$ cat src/rtl/tbo_pkg.sv
// Shared constants and types for the triangle/box overlap test unit.
`default_nettype none

package tbo_pkg;

    // Default coordinate format: signed Q12.12
    localparam int COORD_BITS_DEF = 24;
    localparam int FRAC_BITS_DEF  = 12;

    // Partial-product chunk width of the pipelined multipliers
    localparam int MUL_CHUNK = 32;

    // Configuration register indexes
    localparam int CFG_IDX_BITS = 3;

    typedef enum logic [CFG_IDX_BITS-1:0] {
        CFG_BOX_MIN_X = 3'd0,
        CFG_BOX_MIN_Y = 3'd1,
        CFG_BOX_MIN_Z = 3'd2,
        CFG_BOX_MAX_X = 3'd3,
        CFG_BOX_MAX_Y = 3'd4,
        CFG_BOX_MAX_Z = 3'd5,
        CFG_BOX_TOL   = 3'd6,
        CFG_PROJ_TOL  = 3'd7
    } t_cfg_idx;

    // Early-test outcome carried down the pipeline with each triangle
    typedef struct packed {
        logic miss;
        logic all_in;
        logic degen;
        logic last;
    } t_tri_flags;

endpackage : tbo_pkg

`default_nettype wire

$ cat src/rtl/tbo_mul.sv
// Two-stage signed multiplier built from registered chunk partial products.
`default_nettype none

module tbo_mul import tbo_pkg::*; #(
    parameter int AW = 32,
    parameter int BW = 32
) (
    input  wire logic                  i_clk,
    input  wire logic                  i_en,
    input  wire logic signed [AW-1:0]  i_a,
    input  wire logic signed [BW-1:0]  i_b,
    output logic signed [AW+BW-1:0]    o_p
);

    localparam int PW  = MUL_CHUNK;
    localparam int NA  = (AW + PW - 1) / PW;
    localparam int NB  = (BW + PW - 1) / PW;
    localparam int PPW = 2 * PW + 2;
    localparam int FW  = (NA + NB) * PW + 2;

    logic signed [NA*PW-1:0] a_ext;
    logic signed [NB*PW-1:0] b_ext;
    logic signed [PPW-1:0]   r_pp [NA][NB];
    logic signed [FW-1:0]    n_acc;
    logic signed [AW+BW-1:0] r_p;

    assign a_ext = (NA*PW)'(i_a);
    assign b_ext = (NB*PW)'(i_b);

    // Stage 1: chunk products; only the top chunk of each operand is signed
    always_ff @(posedge i_clk) begin
        if (i_en) begin
            for (int i = 0; i < NA; i++) begin
                for (int j = 0; j < NB; j++) begin
                    r_pp[i][j] <= $signed({(i == NA-1) ? a_ext[NA*PW-1] : 1'b0,
                                           a_ext[i*PW +: PW]})
                                * $signed({(j == NB-1) ? b_ext[NB*PW-1] : 1'b0,
                                           b_ext[j*PW +: PW]});
                end
            end
        end
    end

    // Stage 2: weighted sum of the partial products
    always_comb begin
        n_acc = '0;
        for (int i = 0; i < NA; i++) begin
            for (int j = 0; j < NB; j++) begin
                n_acc = n_acc + (FW'(r_pp[i][j]) <<< ((i + j) * PW));
            end
        end
    end

    always_ff @(posedge i_clk) begin
        if (i_en) begin
            r_p <= n_acc[AW+BW-1:0];
        end
    end

    assign o_p = r_p;

endmodule : tbo_mul

`default_nettype wire

$ cat config.mk
export PLATFORM = sky130hd
export DESIGN_NAME = tbo_mul
export DESIGN_NICKNAME = d
export VERILOG_FILES = /design/src/rtl/tbo_pkg.sv /design/src/rtl/tbo_mul.sv
export SDC_FILE = /design/constraint.sdc
export NUM_CORES = 2
export LEC_CHECK = 0
export ABC_AREA = 0
export BUFFER_PORTS_ARGS = -buffer_cell sky130_fd_sc_hd__clkbuf_2
export CAP_MARGIN = 20
export CORE_ASPECT_RATIO = 0.75
export CORE_MARGIN = 2
export CORE_UTILIZATION = 55
export CTS_CLUSTER_DIAMETER = 150
export DETAILED_ROUTE_END_ITERATION = 8
export PLACE_DENSITY_LB_ADDON = 0.25
export REMOVE_ABC_BUFFERS = 1
export SETUP_SLACK_MARGIN = 0.1
export SYNTH_ARGS = -nofsm -noshare
export SYNTH_HDL_FRONTEND = slang
export SYNTH_SLANG_ARGS = --single-unit
$ cat constraint.sdc
create_clock -name i_clk -period 11.6 [get_ports i_clk]
set_clock_uncertainty 0.15 [all_clocks]
set_input_delay 0 -clock i_clk [delete_from_list [all_inputs] [get_ports i_clk]]
set_output_delay 0 -clock i_clk [all_outputs]
set_load 0.01 [all_outputs]
-- After elaboration in Yosys (flattened, before gate mapping)
Memory sizes are Yosys's and may differ from the RTL's. A register that Yosys moved wholly into a read port is not among the register bits.
Index checks and enable logic that the tools add are counted.
- bits of input ports: 66
- output and inout bits: 64
- word-level logic and storage cells: 4
- bits in writable memories: 66
- memories: 1
- register bits after elaboration: 0
- muxes and demuxes: 2
- $mul: 1
- memories (memory ; depth ; bits a word ; rd ports ; clocked after memory_dff ; wr ports ; RTL line ; RTL):
    r_pp ; 1 ; 66 ; 1 ; 1 ; 1 ; tbo_mul.sv:23 ; logic signed [PPW-1:0] r_pp [NA][NB];
- operators with widths (operator ; number):
    $mul 32x32->64 ; 1
    $mux 1 ; 2

-- Logic depth before layout (Yosys ltp)
- word-level depth: 2
- mapped depth: 29
- depth with buffers taken out: 27

-- Worst setup path before layout
No wires, ideal clock.
- kind: input-to-reg
- start: in i_a[31]
- end: mem r_pp[0][59] (netlist bit), data pin
- slack: 4.049 ns
- required time: 11.191 ns
- stages on the path: 27
- data arrival time: 7.141 ns
- buffers on the path: 2
- library setup time: 0.259 ns
- cells stage by stage: clkbuf_1 nand2_1 inv_1 fa_1 inv_1 fa_1 inv_1 fa_1 fa_1 inv_1 fa_1 inv_1 fa_1 inv_1 fa_1 inv_1 fa_1 ha_1 clkbuf_1 and4_1 and2_1 a221o_1 a21o_1 o211a_1 o21a_1 nor2_1 xnor2_1
- cells in the longest elaborated chain, start to end: 1
- ends and longest elaborated chain (what ; RTL line ; RTL):
    from (decl) ; tbo_mul.sv:10 ; input wire logic signed [AW-1:0] i_a,
    $mul 32x32->64 ; tbo_mul.sv:37 ; * $signed({(j == NB-1) ? b_ext[NB*PW-1] : 1'b0,
    to (decl) ; tbo_mul.sv:23 ;
Every way passes these cells.

-- Final worst setup path
- start: in i_b[5]
- end: mem r_pp[0][64] (netlist bit), data pin
- cells in the longest elaborated chain, start to end: 1
- ends and longest elaborated chain (what ; RTL line ; RTL):
    from (decl) ; tbo_mul.sv:11 ; input wire logic signed [BW-1:0] i_b,
    $mul 32x32->64 ; tbo_mul.sv:37 ;
Every way passes these cells.

==> metrics.cfg <==
[run_status]
status=finished, final reports clean

[synth]
ys_warn_count=0
yosys-top-cells-area=fa_1 (54%), edfxtp_1 (9.6%), inv_1 (8.9%), and2_1 (8.1%), ha_1 (5.8%)
synthCells=3992
synth_top_area_share_pct=54.3
synth_edf_count=128
synth_top_area_cell=fa_1
synth_area_um2=39900
ys_seq_area_share_pct=9.64
synth_ff_type=edfxtp_1
syn_area_per_cell_um2=9.99
ys_types=50
synth-async-reset-ratio_pct=0
synth-seq-cells=128

[worst_setup_path]
cp_common_cell=fa_1
cp.buffers_inverters=8
path_delay_family=adder cells
critPathMaxFanout=32
critPathSlowestCell=fa_1
crit_path_start_kind=input port
cpPeakStageDelay_ps=790
crit_arrival_ps=8340
worstPathRequired_ps=11640
crit_path_end_kind=flop
path_class=in -> reg

[cts]
clock_path_buffers=2
insertion_delay_ps=440
cts_resized=0
cts_buffers=17
h-tree-depth=4
cts_tree=done
clk_pin_slew_ps=60
cts_root_buffer=clkbuf_16
hold_buffers=1
cts_setup_buffers=0
cts_sinks=128

[global_routing]
track_usage_pct=29.7
grtUsageMet2_pct=38.5
grt_max_degree=77
grt-busiest-layer=met1
grt_use_met1_pct=47.5
overflow=0
grt_first_pass_wirelength_mm=167
use_met3_pct=11.5
antenna_found_initial=4
grt_pass1_vias=28200

[place]
placedCellCount=4887
hpwl_mm=81.5
numPortBuffers=129
gp_congestion=0.894
dpl_cell_area_um2=41100

[floorplanning]
initial_core_util_pct=55.6
ioPinCount=130
die_w_um=315
coreArea_um2=71800
die_h_um=237
dieArea_um2=74700
num_rows=85

[worst_hold_path]
hp-class=in -> reg

[layout]
final_layout_size_suffix_gt1_share_pct=4.69
layout_common_cells=fa_1 (1082), inv_1 (947), nand2_1 (521), and2_1 (519), ha_1 (184)
fin_cells=4921
finalInstanceArea_um2=41600
area_growth_pct=4.44
final_nets=5282
final_common_cell=fa_1
utilization_pct=58.0

[routing]
vias_per_cell=5.41
drtPass1Iterations=5
vias=26600
ant_nets=0
wl_per_cell_um=20.9
drcViolationCount=0
routed_wl_mm=103
drt_iter0_markers=2190

[sta]
slew_headroom_pct=28.0
finalCritPeriodShare_pct=71.6
fmax_mhz=120
slew_viol_final=0
worst_pin_slew_ps=1080
tns_ps=0
min_period_ps=8300
finalHoldViolations=0
rsz0062_at_grt=false
setup_viol=0

[run]
maxCapViolations=0

-- layout make-up --
type / count / area, µm²
well taps: 957 / 1200
clock inverters: 15 / 134
repair buffers: 148 / 797
clock buffers: 17 / 425
inverters: 947 / 3550
multi-input cells: 2708 / 31700
diodes: 1 / 2.50
fillers: 6203 / 30100
flip-flops and latches: 128 / 3840
-- synth_stat cells (all sizes together), types with 10 or more instances --
master and count:
a21o 23, o21ai 47, ha 184, nor3 10, a21oi 75, nand2 521, xor2 19, inv 947
fa 1082, and2 519, nand3 13, nor2 58, clkbuf 208, edfxtp 128, xnor2 52, o21bai 12
nand2b 13, nand4 10
-- stage by stage --
step | worst slack (ps) | hold slack (ps)
floorplan | 4350 | -37.5
global placement | 3080 | 251
detailed placement | 2980 | 255
CTS | 3420 | 67.3
global route | 2980 | 73.3
finish | 3300 | 80.0
-- routing by layer --
metal	wire (µm)	part of all wire, %
met1	46600	45
met4	1540	1.5
met2	40200	39
met3	14300	14
met5	51	0.050
-- sequential cells by signal, summed over array words and instances, names as in the netlist --
name / flops
r_pp: 64
o_p: 63
n_acc: 1
-- path summary, 6_finish.rpt --
path | endpoint | cells past startpoint | from | slack [ps]
worst max-delay path | r_pp[0][64]$_DFFE_PP_ | 27 | i_b[5] | 3300
worst min-delay path | r_pp[0][0]$_DFFE_PP_ | 3 | i_b[0] | 80
worst max register to register | o_p[36]$_DFFE_PP_ | 0 | r_pp[0][36]$_DFFE_PP_ | 10720
worst min register to register | o_p[2]$_DFFE_PP_ | 0 | r_pp[0][2]$_DFFE_PP_ | 270
-- cell families after synthesis --
group           Yosys count  share of synthesized area [%]
compound gates          205                           3.22
xor+xnor                 71                           1.56
fa+ha+maj              1266                           60.1
buf+inv                1156                           10.9
flops                   128                           9.64
simple gates           1166                           14.6
Power is left out: the tool's default activity adds up to more than one toggle a clock period on the data nets, which glitch-free logic cannot reach.
